### src/design/swdm_pkg.sv
// Shared types and constants for the stack with delete-max block.
// No dependencies; imported by every module of the block.
`default_nettype none

package swdm_pkg;

  localparam int STACK_DEPTH_DEF = 32;
  localparam int MAX_RESULTS     = 32;

  typedef enum logic [1:0] {
    OP_PUSH   = 2'd0,
    OP_CLEAR  = 2'd1,
    OP_DELMAX = 2'd2,
    OP_VIEW   = 2'd3
  } op_e_t;

  typedef enum logic [1:0] {
    ST_OK    = 2'd0,
    ST_EMPTY = 2'd1,
    ST_FULL  = 2'd2
  } status_t;

  typedef struct packed {
    logic [1:0]         action;
    logic signed [31:0] value;
  } in_item_t;

  typedef struct packed {
    status_t            status;
    logic [5:0]         position;
    logic signed [31:0] entry_value;
    logic [5:0]         depth_now;
    logic               last;
  } out_item_t;

  // Decoded command as it sits in the queue
  typedef struct packed {
    op_e_t              op;
    logic signed [31:0] value;
  } cmd_t;

  // Queue head as seen by the back end
  typedef struct packed {
    logic valid;
    cmd_t cmd;
  } q_head_t;

endpackage

`default_nettype wire

### src/design/swdm_front.sv
// Front end: takes items, decodes the action and holds them in a two-entry queue.
// Depends on swdm_pkg.
`default_nettype none

module swdm_front (
  input  wire                 clk,
  input  wire                 rst_n,
  input  wire                 start,
  output logic                busy,
  input  swdm_pkg::in_item_t  in_item,
  input  wire                 pop,
  output swdm_pkg::q_head_t   head
);
  import swdm_pkg::*;

  cmd_t       q_mem_r [2];
  logic       wr_ptr_r, wr_ptr_nxt;
  logic       rd_ptr_r, rd_ptr_nxt;
  logic [1:0] fill_r, fill_nxt;
  logic       push_q, pop_q;
  cmd_t       dec_cmd;

  assign busy   = (fill_r == 2'd2);
  assign push_q = start && !busy;
  assign pop_q  = pop && (fill_r != 2'd0);

  always_comb begin
    dec_cmd.op    = op_e_t'(in_item.action);
    dec_cmd.value = in_item.value;
  end

  always_comb begin
    wr_ptr_nxt = wr_ptr_r ^ push_q;
    rd_ptr_nxt = rd_ptr_r ^ pop_q;
    fill_nxt   = fill_r + {1'b0, push_q} - {1'b0, pop_q};
  end

  always_ff @(posedge clk) begin
    if (!rst_n) begin
      wr_ptr_r <= 1'b0;
      rd_ptr_r <= 1'b0;
      fill_r   <= 2'd0;
    end else begin
      wr_ptr_r <= wr_ptr_nxt;
      rd_ptr_r <= rd_ptr_nxt;
      fill_r   <= fill_nxt;
    end
  end

  always_ff @(posedge clk) begin
    if (push_q) begin
      q_mem_r[wr_ptr_r] <= dec_cmd;
    end
  end

  always_comb begin
    head.valid = (fill_r != 2'd0);
    head.cmd   = q_mem_r[rd_ptr_r];
  end

endmodule

`default_nettype wire

### src/design/swdm_back.sv
// Back end: entry memory, count and the sequencer for push, clear,
// delete-max (scan then compaction) and view. Depends on swdm_pkg.
`default_nettype none

module swdm_back #(
  parameter int STACK_DEPTH = swdm_pkg::STACK_DEPTH_DEF
) (
  input  wire                  clk,
  input  wire                  rst_n,
  input  swdm_pkg::q_head_t    head,
  output logic                 pop,
  output logic                 out_strobe,
  output swdm_pkg::out_item_t  out_item
);
  import swdm_pkg::*;

  localparam int CW = $clog2(STACK_DEPTH + 1);
  localparam int AW = $clog2(STACK_DEPTH);
  localparam int VW = (CW > 7) ? CW : 7;

  typedef enum logic [3:0] {
    S_IDLE    = 4'b0001,
    S_SCAN    = 4'b0010,
    S_COMPACT = 4'b0100,
    S_VIEW    = 4'b1000
  } state_t;

  state_t             state_r, state_nxt;
  logic [CW-1:0]      cnt_r, cnt_nxt;
  logic [CW-1:0]      iss_r, iss_nxt;
  logic [CW-1:0]      rcv_r, rcv_nxt;
  logic [CW-1:0]      wptr_r, wptr_nxt;
  logic signed [31:0] max_r, max_nxt;
  logic               rd_vld_r;
  logic signed [31:0] rd_data_r;
  logic               out_strobe_r, out_strobe_nxt;
  out_item_t          out_item_r, out_item_nxt;

  logic signed [31:0] store_mem [STACK_DEPTH];
  logic               rd_en;
  logic [AW-1:0]      raddr;
  logic               we;
  logic [AW-1:0]      waddr;
  logic signed [31:0] wdata;

  logic [VW-1:0]      view_n;
  logic [CW-1:0]      view_addr;
  logic               rcv_last;
  logic               view_last;
  logic               keep;

  always_comb begin
    view_n    = (VW'(cnt_r) < VW'(MAX_RESULTS)) ? VW'(cnt_r) : VW'(MAX_RESULTS);
    view_addr = cnt_r - CW'(1) - iss_r;
    rcv_last  = (rcv_r == (cnt_r - CW'(1)));
    view_last = ((VW'(rcv_r) + VW'(1)) == view_n);
    keep      = (rd_data_r != max_r);
  end

  always_comb begin
    state_nxt      = state_r;
    cnt_nxt        = cnt_r;
    iss_nxt        = iss_r;
    rcv_nxt        = rcv_r;
    wptr_nxt       = wptr_r;
    max_nxt        = max_r;
    rd_en          = 1'b0;
    raddr          = '0;
    we             = 1'b0;
    waddr          = '0;
    wdata          = '0;
    pop            = 1'b0;
    out_strobe_nxt = 1'b0;
    out_item_nxt   = '0;
    out_item_nxt.status = ST_OK;

    unique case (state_r)
      S_IDLE: begin
        if (head.valid) begin
          pop     = 1'b1;
          iss_nxt = '0;
          rcv_nxt = '0;
          unique case (head.cmd.op)
            OP_PUSH: begin
              out_strobe_nxt    = 1'b1;
              out_item_nxt.last = 1'b1;
              if (cnt_r >= CW'(STACK_DEPTH)) begin
                out_item_nxt.status    = ST_FULL;
                out_item_nxt.depth_now = 6'(cnt_r);
              end else begin
                we                     = 1'b1;
                waddr                  = cnt_r[AW-1:0];
                wdata                  = head.cmd.value;
                cnt_nxt                = cnt_r + CW'(1);
                out_item_nxt.depth_now = 6'(cnt_nxt);
              end
            end
            OP_CLEAR: begin
              cnt_nxt           = '0;
              out_strobe_nxt    = 1'b1;
              out_item_nxt.last = 1'b1;
            end
            OP_DELMAX, OP_VIEW: begin
              if (cnt_r == '0) begin
                out_strobe_nxt      = 1'b1;
                out_item_nxt.status = ST_EMPTY;
                out_item_nxt.last   = 1'b1;
              end else if (head.cmd.op == OP_DELMAX) begin
                state_nxt = S_SCAN;
              end else begin
                state_nxt = S_VIEW;
              end
            end
            default: ;
          endcase
        end
      end

      S_SCAN: begin
        if (iss_r < cnt_r) begin
          rd_en   = 1'b1;
          raddr   = iss_r[AW-1:0];
          iss_nxt = iss_r + CW'(1);
        end
        if (rd_vld_r) begin
          if ((rcv_r == '0) || (rd_data_r > max_r)) begin
            max_nxt = rd_data_r;
          end
          rcv_nxt = rcv_r + CW'(1);
          if (rcv_last) begin
            state_nxt = S_COMPACT;
            iss_nxt   = '0;
            rcv_nxt   = '0;
            wptr_nxt  = '0;
          end
        end
      end

      S_COMPACT: begin
        // Writes land at wptr <= the index being read back, so reads ahead stay intact
        if (iss_r < cnt_r) begin
          rd_en   = 1'b1;
          raddr   = iss_r[AW-1:0];
          iss_nxt = iss_r + CW'(1);
        end
        if (rd_vld_r) begin
          rcv_nxt = rcv_r + CW'(1);
          if (keep) begin
            we       = 1'b1;
            waddr    = wptr_r[AW-1:0];
            wdata    = rd_data_r;
            wptr_nxt = wptr_r + CW'(1);
          end
          if (rcv_last) begin
            state_nxt                = S_IDLE;
            cnt_nxt                  = wptr_nxt;
            out_strobe_nxt           = 1'b1;
            out_item_nxt.entry_value = max_r;
            out_item_nxt.depth_now   = 6'(wptr_nxt);
            out_item_nxt.last        = 1'b1;
          end
        end
      end

      S_VIEW: begin
        if (VW'(iss_r) < view_n) begin
          rd_en   = 1'b1;
          raddr   = view_addr[AW-1:0];
          iss_nxt = iss_r + CW'(1);
        end
        if (rd_vld_r) begin
          rcv_nxt                  = rcv_r + CW'(1);
          out_strobe_nxt           = 1'b1;
          out_item_nxt.position    = 6'(rcv_nxt);
          out_item_nxt.entry_value = rd_data_r;
          out_item_nxt.depth_now   = 6'(cnt_r);
          out_item_nxt.last        = view_last;
          if (view_last) begin
            state_nxt = S_IDLE;
          end
        end
      end

      default: state_nxt = S_IDLE;
    endcase
  end

  always_ff @(posedge clk) begin
    if (!rst_n) begin
      state_r      <= S_IDLE;
      cnt_r        <= '0;
      iss_r        <= '0;
      rcv_r        <= '0;
      wptr_r       <= '0;
      rd_vld_r     <= 1'b0;
      out_strobe_r <= 1'b0;
    end else begin
      state_r      <= state_nxt;
      cnt_r        <= cnt_nxt;
      iss_r        <= iss_nxt;
      rcv_r        <= rcv_nxt;
      wptr_r       <= wptr_nxt;
      rd_vld_r     <= rd_en;
      out_strobe_r <= out_strobe_nxt;
    end
  end

  always_ff @(posedge clk) begin
    max_r      <= max_nxt;
    out_item_r <= out_item_nxt;
  end

  always_ff @(posedge clk) begin
    if (we) begin
      store_mem[waddr] <= wdata;
    end
    rd_data_r <= store_mem[raddr];
  end

  assign out_strobe = out_strobe_r;
  assign out_item   = out_item_r;

endmodule

`default_nettype wire

### src/design/stack_with_delete_max.sv
// Top level of the bounded stack with delete-max.
// Depends on swdm_pkg, swdm_front and swdm_back.
//
// Usage:
//   Input channel: an item (in_item.action, in_item.value) is taken at a
//   rising edge with start high and busy low. busy rises only when the
//   two-entry command queue is full, so items may be sent while the back
//   end is still working on an earlier one.
//   Result channel: out_strobe marks each result for one cycle; out_item
//   carries status, position, entry_value, depth_now and last. The
//   receiver cannot stall, so results are never held back.
// Results and back-end work (N = entries held):
//   push, clear, and any action on an empty stack: one result; the back
//   end handles such an item in its idle state.
//   delete-max: one result, after a scan pass and a compaction pass of
//   the back end, each one read of the entry memory per cycle.
//   view: min(N,32) results on consecutive cycles.
//   These passes and the view reads share the single read port of the
//   entry memory.
// Reset: synchronous, active low; the stack and queue come up empty.
`default_nettype none

module stack_with_delete_max #(
  parameter int STACK_DEPTH = swdm_pkg::STACK_DEPTH_DEF
) (
  input  wire                  clk,
  input  wire                  rst_n,
  input  wire                  start,
  output logic                 busy,
  input  swdm_pkg::in_item_t   in_item,
  output logic                 out_strobe,
  output swdm_pkg::out_item_t  out_item
);
  import swdm_pkg::*;

  q_head_t head;
  logic    pop;

  swdm_front u_front (
    .clk     (clk),
    .rst_n   (rst_n),
    .start   (start),
    .busy    (busy),
    .in_item (in_item),
    .pop     (pop),
    .head    (head)
  );

  swdm_back #(
    .STACK_DEPTH (STACK_DEPTH)
  ) u_back (
    .clk        (clk),
    .rst_n      (rst_n),
    .head       (head),
    .pop        (pop),
    .out_strobe (out_strobe),
    .out_item   (out_item)
  );

endmodule

`default_nettype wire

### config.mk
export PLATFORM = sky130hd
export DESIGN_NAME = stack_with_delete_max
export DESIGN_NICKNAME = d
export VERILOG_FILES = /design/src/design/swdm_pkg.sv /design/src/design/swdm_front.sv /design/src/design/swdm_back.sv /design/src/design/stack_with_delete_max.sv
export SDC_FILE = /design/constraint.sdc
export NUM_CORES = 1
export LEC_CHECK = 0
export CORE_ASPECT_RATIO = 1.5
export CORE_MARGIN = 3
export CORE_UTILIZATION = 35
export CTS_BUF_LIST = sky130_fd_sc_hd__clkbuf_8
export CTS_CLUSTER_SIZE = 14
export DETAILED_ROUTE_END_ITERATION = 8
export DONT_BUFFER_PORTS = 1
export SLEW_MARGIN = 20
export SYNTH_ARGS = -nofsm -noshare
export SYNTH_HDL_FRONTEND = slang
export SYNTH_SLANG_ARGS = --single-unit
### constraint.sdc
create_clock -name clk -period 5.04 [get_ports clk]
set_input_delay 0.756 -clock clk [delete_from_list [all_inputs] [get_ports clk]]
set_output_delay 0.756 -clock clk [all_outputs]
set_load 0.01 [all_outputs]
======== Word-level counts from Yosys, hierarchy flattened ========
Memory sizes are Yosys's and may differ from the RTL's. A register that Yosys moved wholly into a read port is not among the register bits.
Cells that the tools add are included.
cells by class
  mux-type cells .......................... 81
  equality and inequality tests ........... 23
  bitwise logic cells ..................... 2
  $mul .................................... 0
  divide/modulo/power cells ............... 0
  reductions and logical operators ........ 24
  shift operators ......................... 0
  add/sub/neg operators ................... 9
  magnitude comparators ................... 5
operators by type and width
  kind                   count
  $mux W32               5
  $pmux W32 S2           2
  $mux W39               3
  $mux W6                18
  $mux W4                10
  $pmux W6 S2            3
  $mux W5                7
  $gt A32 B32 Y1         1
  $ne A32 B32 Y1         1
  $add A6 B1 Y6 const B  4
  $pmux W6 S4            1
  $pmux W7 S3            1
  $mux W1                20
  $pmux W5 S2            2
  $pmux W6 S3            1
  $ne A2 B1 Y1 const B   8
  $pmux W4 S4            1
  $logic_not A6 Y1       2
  $lt A6 B6 Y1           2
  $reduce_and A9 Y1      1
  $reduce_and A4 Y1      2
  $reduce_or A2 Y1       4
  $add A6 B1 Y7 const B  1
  $eq A7 B7 Y1           1
  31 further kinds       43
storage, ports and cells
  RAM bits ................................ 1092
  latch bits .............................. 0
  bits in read-only memories .............. 0
  memories ................................ 2
  bits in registers ....................... 113
memories
  name              depth  bits a word  read ports  clocked after memory_dff  wr ports  line              source
  u_back.store_mem  32     32           1           1                         1         swdm_back.sv:39   logic signed [31:0] store_mem [STACK_DEPTH];
  u_front.q_mem_r   2      34           1           1                         1         swdm_front.sv:16  cmd_t q_mem_r [2];

======== Depth between registers and ports, before layout ========
Gate-level depths: netlist of run 1.
  depth in word-level cells ............... 7
  mapped depth ............................ 19

======== By module ========
Synthesis of run 1 repeated with hierarchy kept, for this count alone.
unflattened totals
  cells, all modules ...................... 3066
  area, all modules ....................... 49535.0 µm²
by module, submodules not included
  module      times used  area an instance (µm²)  cells each  sequential area each (µm²)
  swdm_back   1           46659.8                 2935        33892.5
  swdm_front  1           2875.3                  131         2142.1

======== Worst setup path before layout of run 1 ========
OpenSTA, ideal clock, no wires.
  kind .................................... reg2reg
  start ................................... register u_back.max_r[31]
  end ..................................... memory u_back.store_mem[0][0], enable pin
  required time ........................... 4579 ps
  slack ................................... -62 ps
  arrival ................................. 4641 ps
  cell stages (with the launch flop) ...... 11
  clock period less this slack ............ 5102 ps
  cells stage by stage .................... edfxtp_1 inv_1 ha_1 nand4_1 nor4_1 nand2_1 ha_1 a32o_1 or2_2 clkbuf_1 nor3_1
between the ends
  cells in the longest elaborated chain, start to end .. 6
ends and longest elaborated chain
  what                           line              source
  start: declaration             swdm_back.sv:33   logic signed [31:0] max_r, max_nxt;
  start signal: assignment       swdm_back.sv:209  max_r <= max_nxt;
  $ne A32 B32 Y1 (*)             swdm_back.sv:57   keep = (rd_data_r != max_r);
  $mux W1                        swdm_back.sv:148  if (keep) begin
  $mux W1                        swdm_back.sv:146  if (rd_vld_r) begin
  $pmux W1 S2                    swdm_back.sv:77   unique case (state_r)
  $mux W1                        swdm_back.sv:214  if (we) begin
  $mux W1 (implied by the code)  swdm_back.sv:215  store_mem[waddr] <= wdata;
  end: declaration               swdm_back.sv:39
Every way passes the cells marked *; elsewhere a longest branch is shown, timed or not.

======== Worst setup path after layout of run 1 ========
  start ................................... register u_back.cnt_r[5]
  end ..................................... register u_back.rd_data_r[25] (read register of u_back.store_mem)
between the ends
  cells in the longest elaborated chain, start to end .. 5
ends and longest elaborated chain
  what                      line              source
  start: declaration        swdm_back.sv:29   logic [CW-1:0] cnt_r, cnt_nxt;
  start signal: assignment  swdm_back.sv:199  cnt_r <= cnt_nxt;
  $lt A6 B6 Y1              swdm_back.sv:53   view_n = (VW'(cnt_r) < VW'(MAX_RESULTS)) ? VW'(cnt_r) : VW'(MAX_RESULTS);
  $mux W6                   swdm_back.sv:53
  $lt A6 B6 Y1              swdm_back.sv:166  if (VW'(iss_r) < view_n) begin
  $mux W5                   swdm_back.sv:166
  $pmux W5 S2 (*)           swdm_back.sv:77
  end: declaration          swdm_back.sv:35   logic signed [31:0] rd_data_r;
Marks and branches as above.
A chain may end at the register's enable or synchronous reset.

==> results of run 1 <==
[layout by cell type (no fill, tap or decap), types with 11 or more instances in the layout]
cell | synthesis | routed
edfxtp_1 | 1124 | 1124
nand2_1 | 375 | 374
mux2i_1 | 306 | 306
a211oi_1 | 241 | 241
inv_1 | 147 | 205
clkbuf_8 | 0 | 189
a21oi_1 | 148 | 148
dfxtp_1 | 114 | 113
buf_4 | 12 | 98
a221oi_1 | 82 | 82
a311oi_1 | 68 | 68
buf_12 | 0 | 59
ha_1 | 60 | 58
o21ai_0 | 88 | 57
a21boi_0 | 46 | 46
nor2_1 | 73 | 45
nand4_1 | 45 | 45
o21ai_1 | 34 | 36
dlygate4sd3_1 | 0 | 34
a22o_1 | 32 | 31
nand3_1 | 30 | 30
a22oi_1 | 31 | 30
o31ai_1 | 27 | 27
nor2_4 | 0 | 25
clkinv_1 | 1 | 24
o221ai_1 | 24 | 24
o21ai_4 | 0 | 22
clkinv_2 | 0 | 20
xnor2_1 | 19 | 19
nor2b_1 | 18 | 18
a21o_1 | 15 | 14
and2_1 | 13 | 13
nor3_1 | 19 | 11
[area by class of cell]
| type | count | area (µm²) |
|---|---|---|
| Timing Repair Buffer | 192 | 2280 |
| Tap cell | 1892 | 2370 |
| Inverter | 148 | 558 |
| Clock inverter | 121 | 738 |
| Sequential cell | 1238 | 36000 |
| Multi-Input combinational cell | 1913 | 13900 |
| Antenna cell | 2 | 5.00 |
| Clock buffer | 189 | 2600 |
| Fill cell | 13189 | 85300 |
[critical path, stage by stage, from the launching register on]
cell and delay (ns):
dfxtp_1 0.59, clkinv_1 0.39, nand2_1 0.30, ha_1 0.28
and3_1 0.24, a211oi_4 0.51, buf_12 0.36, a21oi_4 0.09
buf_12 0.25, buf_4 0.31, a21oi_1 0.26, a211oi_1 0.11
o31ai_1 0.32, nand4_1 0.40
[final timing paths]
path | start | end | cells past startpoint
min reg2reg | u_back.max_r[21] | u_back.out_item[28] | 1
max reg2reg | u_back.cnt_r[5] | u_back.rd_data_r[25] | 13
max | u_back.cnt_r[5] | u_back.rd_data_r[25] | 13
min | rst_n | u_back.state_r[0] | 3
[sequential cells by signal, indices dropped and copies added (netlist names), 2 cells and up, named ones only]
| name | flops |
|---|---|
| u_back.max_r | 32 |
| u_back.iss_r | 6 |
| u_back.cnt_r | 6 |
| u_back.rcv_r | 6 |
| u_front.q_mem_r | 68 |
| u_front.fill_r | 2 |
| u_back.store_mem | 1024 |
| u_back.out_item | 47 |
| u_back.rd_data_r | 32 |
| u_back.wptr_r | 6 |
| u_back.state_r | 4 |
[timing repair]
action | CTS | global route
gates resized for setup | 0 | 1
hold buffers | 35 | 0
hold endpoints to repair | 99 | 0
buffers inserted | 0 | 0
setup endpoints to repair | 0 | 2
[cells by family after synthesis]
kind of cell    Yosys count  synth area share
mux                     307            0.0604
simple gates            615            0.0530
xor+xnor                 30           0.00597
buf+inv                 399            0.0322
compound gates          900             0.125
fa+ha+maj                61            0.0151
flops                  1238             0.708
[stage by stage]
stage / area (µm²) / hold slack [ns] / total power, W
3_5_place_dp: 54700 / 0.470 / 0.0144
3_3_place_gp: 54500 / 0.469 / 0.0144
6_report: 58400 / 0.105 / 0.0220
5_1_grt: 58400 / 0.0734 / 0.0227
2_1_floorplan: 50900 / 0.408 / 0.0134
4_1_cts: 58400 / 0.0192 / 0.0221
[layer usage]
| layer | vias to the layer above | track usage | part of all wire |
|---|---|---|---|
| li1 | 14025 | - | - |
| met4 | 0 | 0.0939 | 0.048 |
| met5 | - | 0 | 0 |
| met1 | 16196 | 0.236 | 0.37 |
| met3 | 375 | 0.0299 | 0.067 |
| met2 | 1440 | 0.343 | 0.51 |
[power by group through the flow]
stage / clock network [W] / registers, W / logic (W)
after floorplan: 0 / 0.0118 / 0.00151
after global placement: 0 / 0.0119 / 0.00245
after detailed placement: 0 / 0.0119 / 0.00249
after CTS: 0.00780 / 0.0117 / 0.00253
after global routing: 0.00822 / 0.0117 / 0.00274
final: 0.00766 / 0.0117 / 0.00257
==> flow_summary.ini, run 1 <==
[worst_hold_path]
min_path_type = in -> reg

[power_and_ir_drop]
p_sw_frac = 0.266
clock_power_share = 0.349
p_leak_nw = 20.0
powerDensity_nw_per_um2 = 376
seqPwrFrac = 0.534
p_int_w = 0.0161
p_switching_w = 0.00584
pwr-share-comb = 0.117
ir_drop_uv = 282

[routing]
dr.first_iter.drc_count = 3289
wl_um = 150000
avgRoutedWirePerCell_um = 26.4
drc = 0
drt_pass1_iterations = 5
vias = 32036
ant_nets = 0
viasPerCell = 5.63

[setup_path]
critPathLaunchType = flop
setup.worst_path.class = reg -> reg
path_max_fanout = 72
setup.worst_path.end_class = flop
cp.arrival_ns = 5.38
required_ns = 5.65
reg2reg_slack_ns = 0.27

[timing]
rsz0062_at_grt = no
tns_ns = 0
post-route-period-util = 0.946
period_needed_ns = 4.77
setup-violations-final = 0
hold_viol_final = 0
skew_ns = 0.0360
worst_slew_pin_slew_ns = 1.02
fmax_mhz = 210
drv_slew = 0
timing.final.ws_setup_ns = 0.273
maxSlewHeadroom = 0.314

[synth]
synth.avg_cell_area_um2 = 14.3
synth_top_area_frac = 0.663
synth_cell_types = 70
synth_edf_count = 1124
syn_nets = 3648
yosys-top-cells-count = edfxtp_1, nand2_1, mux2i_1, a211oi_1
yosysSeqAreaShare = 0.708
synth_ff_type = edfxtp_1
synth_top_cell_by_area = edfxtp_1
synth_seq_cells = 1238
yosysMostFrequentCell = edfxtp_1
syn-cell-area_um2 = 50900
synthArstFlopShare = 0
netlist_instances = 3550
ys_warn_count = 0
yosys-top-cells-area = edfxtp_1, mux2i_1, dfxtp_1, a211oi_1, nand2_1

[global_routing]
antenna_found_initial = 3
grt_pass1_vias = 31723
gr-total-overflow = 0
grt_usage = 0.197
grt_max_degree = 92
grt_pass1_wl_um = 217000

[clock_network]
cts_root_buf = clkbuf_8
clkTransAtPathRegs_ns = 0.08
clk_latency_ns = 0.89
cts_made_buffers = 169
cts_tree = built
clock-sinks = 1238
clk_path_buf_depth = 3
htree_levels = 4

[floorplan]
io_pins = 86
core_area_um2 = 144000
die_w_um = 317
die_height_um = 473
start_util = 0.354
dieArea_um2 = 150000
rows = 170

[finish]
final_cells = 5695
nets = 3760
final_layout_size_suffix_gt1_frac = 0.128
finish.utilization = 0.407
syn_to_final_growth_pct = 14.8

[job]
maxCapViolations = 0

[place]
port_buffers = 0
dp_slack_ns = 0.295
hpwlAfterDp_um = 84900
dpl.cell_count = 5347
place_congestion = 0.882

[outcome]
outcome = finished, final reports clean
Power figures use the tool's default switching activity.
==> run 2: changes to the inputs <==
--- a/config.mk
+++ b/config.mk
@@ -7,11 +7,12 @@
 export LEC_CHECK = 0
 export CORE_ASPECT_RATIO = 1.5
 export CORE_MARGIN = 3
-export CORE_UTILIZATION = 35
-export CTS_BUF_LIST = sky130_fd_sc_hd__clkbuf_8
+export CORE_UTILIZATION = 60
+export CTS_BUF_LIST = sky130_fd_sc_hd__clkbuf_2 sky130_fd_sc_hd__clkbuf_4 sky130_fd_sc_hd__clkbuf_8
 export CTS_CLUSTER_SIZE = 14
 export DETAILED_ROUTE_END_ITERATION = 8
 export DONT_BUFFER_PORTS = 1
+export PLACE_DENSITY = 0.79
 export SLEW_MARGIN = 20
 export SYNTH_ARGS = -nofsm -noshare
 export SYNTH_HDL_FRONTEND = slang
==> run 2 against run 1 <==
Compared with the run above: via count rose by 2.8%; first-iteration DRC count rose by 49%; non-clock buffer count down 21; wire length is 5.8% lower; largest power group unchanged.
==> flow_summary.ini, run 2 (synthesis results as in run 1) <==
[floorplan]
die_height_um = 363
dieArea_um2 = 88400
die_w_um = 244
core_area_um2 = 83900
start_util = 0.607
io_pins = 86
rows = 130

[timing]
setup-violations-final = 0
worst_slew_pin_slew_ns = 1.19
skew_ns = 0.0285
period_needed_ns = 4.66
fmax_mhz = 215
drv_slew = 0
hold_viol_final = 0
maxSlewHeadroom = 0.202
post-route-period-util = 0.925
holdWs_ns = 0.0595
rsz0062_at_grt = no

[place]
port_buffers = 0
place_congestion = 0.921
hpwlAfterDp_um = 77400

[clock_network]
post_cts_buffers = 0
cts_tree = built
clock-sinks = 1238
cts_made_buffers = 166
clk_path_buf_depth = 3
clkTransAtPathRegs_ns = 0.07
cts_root_buf = clkbuf_8
htree_levels = 4
clk_latency_ns = 0.86
cts_resized = 0

[job]
maxCapViolations = 0

[finish]
final_cell_mix = edfxtp_1, nand2_1, mux2i_1
top_register = u_back.store_mem
multi_input_area_um2 = 13900
largest_reg_flops = 1024
final_common_cell = edfxtp_1
final_layout_size_suffix_gt1_frac = 0.136
finish.utilization = 0.684
register_area_um2 = 36000
fillers = 5302
nets = 3736
syn_to_final_growth_pct = 12.7

[setup_path]
critPathSlowestCell = or4_1
critPathMaxStageDelay_ns = 1.08
setup.worst_path.class = reg -> reg
r2r-start = u_back.cnt_r[2]
cpMostUsedCell = a21oi_2
required_ns = 5.83
critPathLaunch = u_back.cnt_r[2]
path_cells = nor2b_1, inv_1, ha_1, a21oi_1, o21ai_0, a21oi_2, a21oi_2, or4_1, buf_4, a211oi_1, o31ai_1, nand4_1
crit_buf_inv = 2
path_max_fanout = 12
cp.arrival_ns = 5.45
critPathLaunchType = flop
critical_path.top_delay_family = simple AND/OR/NAND/NOR gates
setup.worst_path.end_class = flop

[worst_hold_path]
min_path_type = in -> reg
min-delay-start = rst_n

[routing]
vias = 32943
top_layer = met4
drc = 0
wl_um = 142000
dr.first_iter.drc_count = 4885
wl_met2_um = 68600
dr_wl_met3_um = 16300
viasPerCell = 6.72
ant_nets = 0
avgRoutedWirePerCell_um = 28.9
drt_pass1_iterations = 8
wl_met1_um = 46400

[power_and_ir_drop]
p_int_w = 0.0165
clock_power_share = 0.357
pwr-share-comb = 0.114
p_leak_nw = 19.8
ir_drop_uv = 349
powerDensity_nw_per_um2 = 387
seqPwrFrac = 0.530
total_power_w = 0.0222
p_switching_w = 0.00564
p_sw_frac = 0.254

[global_routing]
grt_pass1_vias = 32543
antenna_found_initial = 2
grt_pass1_wl_um = 206000
grt_usage = 0.317
grt_max_degree = 103
gr-total-overflow = 0

[outcome]
outcome = finished, final reports clean
==> run 2: cell count changes in the layout (fill, tap and decap cells not counted), sizes merged <==
cell,previous run,this run
inv,212,151
clkbuf,189,246
buf,158,136
clkinv,46,49
clkinvlp,4,2
bufinv,7,8
diode,2,1
dlygate4sd3,34,35
==> run 2: power by group through the flow <==
stage                     registers [W]  clock network [W]  logic (W)
after CTS                        0.0117            0.00795    0.00243
after floorplan                  0.0118                  0    0.00151
after global placement           0.0119                  0    0.00233
final                            0.0117            0.00791    0.00252
after global routing             0.0117            0.00840    0.00267
after detailed placement         0.0120                  0    0.00238
==> run 2: worst register-to-register path, cell delays in order, from the launching register on <==
cell	delay [ns]
dfxtp_1	0.56
nor2b_1	0.40
inv_1	0.14
ha_1	0.31
a21oi_1	0.13
o21ai_0	0.25
a21oi_2	0.59
a21oi_2	0.23
or4_1	1.08
buf_4	0.42
a211oi_1	0.22
o31ai_1	0.13
nand4_1	0.16
==> run 2: path summary, 6_finish.rpt <==
path / end / slack (ns) / cells after the start
max: u_back.rd_data_r[13] / 0.38 / 12
min: u_front.wr_ptr_r / 0.06 / 1
max reg2reg: u_back.rd_data_r[13] / 0.38 / 12
min reg2reg: u_back.out_item[24] / 0.49 / 1
==> run 2: area by class of cell <==
cell class / instances / area share
antenna: 1 / 0.0000436
clock buffer: 246 / 0.0527
clock inverter: 62 / 0.00887
inverter: 148 / 0.00972
multi-input combinational: 1913 / 0.242
sequential: 1238 / 0.628
tap: 1122 / 0.0245
timing repair buffer: 171 / 0.0345
==> run 2: what timing repair did <==
item                       4_1_cts  5_1_grt
hold endpoints to repair        84        0
setup endpoints to repair        0        0
hold buffers                    35        0
==> run 2: through the flow <==
step	area (µm²)	setup slack [ns]	instances	setup TNS, ns
floorplan	50900	-0.0616	3550	-3.94
global placement	53300	0.652	4556	0
detailed placement	53300	0.579	4556	0
CTS	57200	0.463	4899	0
global route	57400	0.192	4901	0
finish	57400	0.379	4901	0
==> run 2: metal layers <==
layer | vias to the layer above | GRT usage
li1 | 13961 | -
met1 | 15870 | 0.381
met2 | 2479 | 0.522
met3 | 633 | 0.0657
met4 | 0 | 0.208
met5 | - | 0
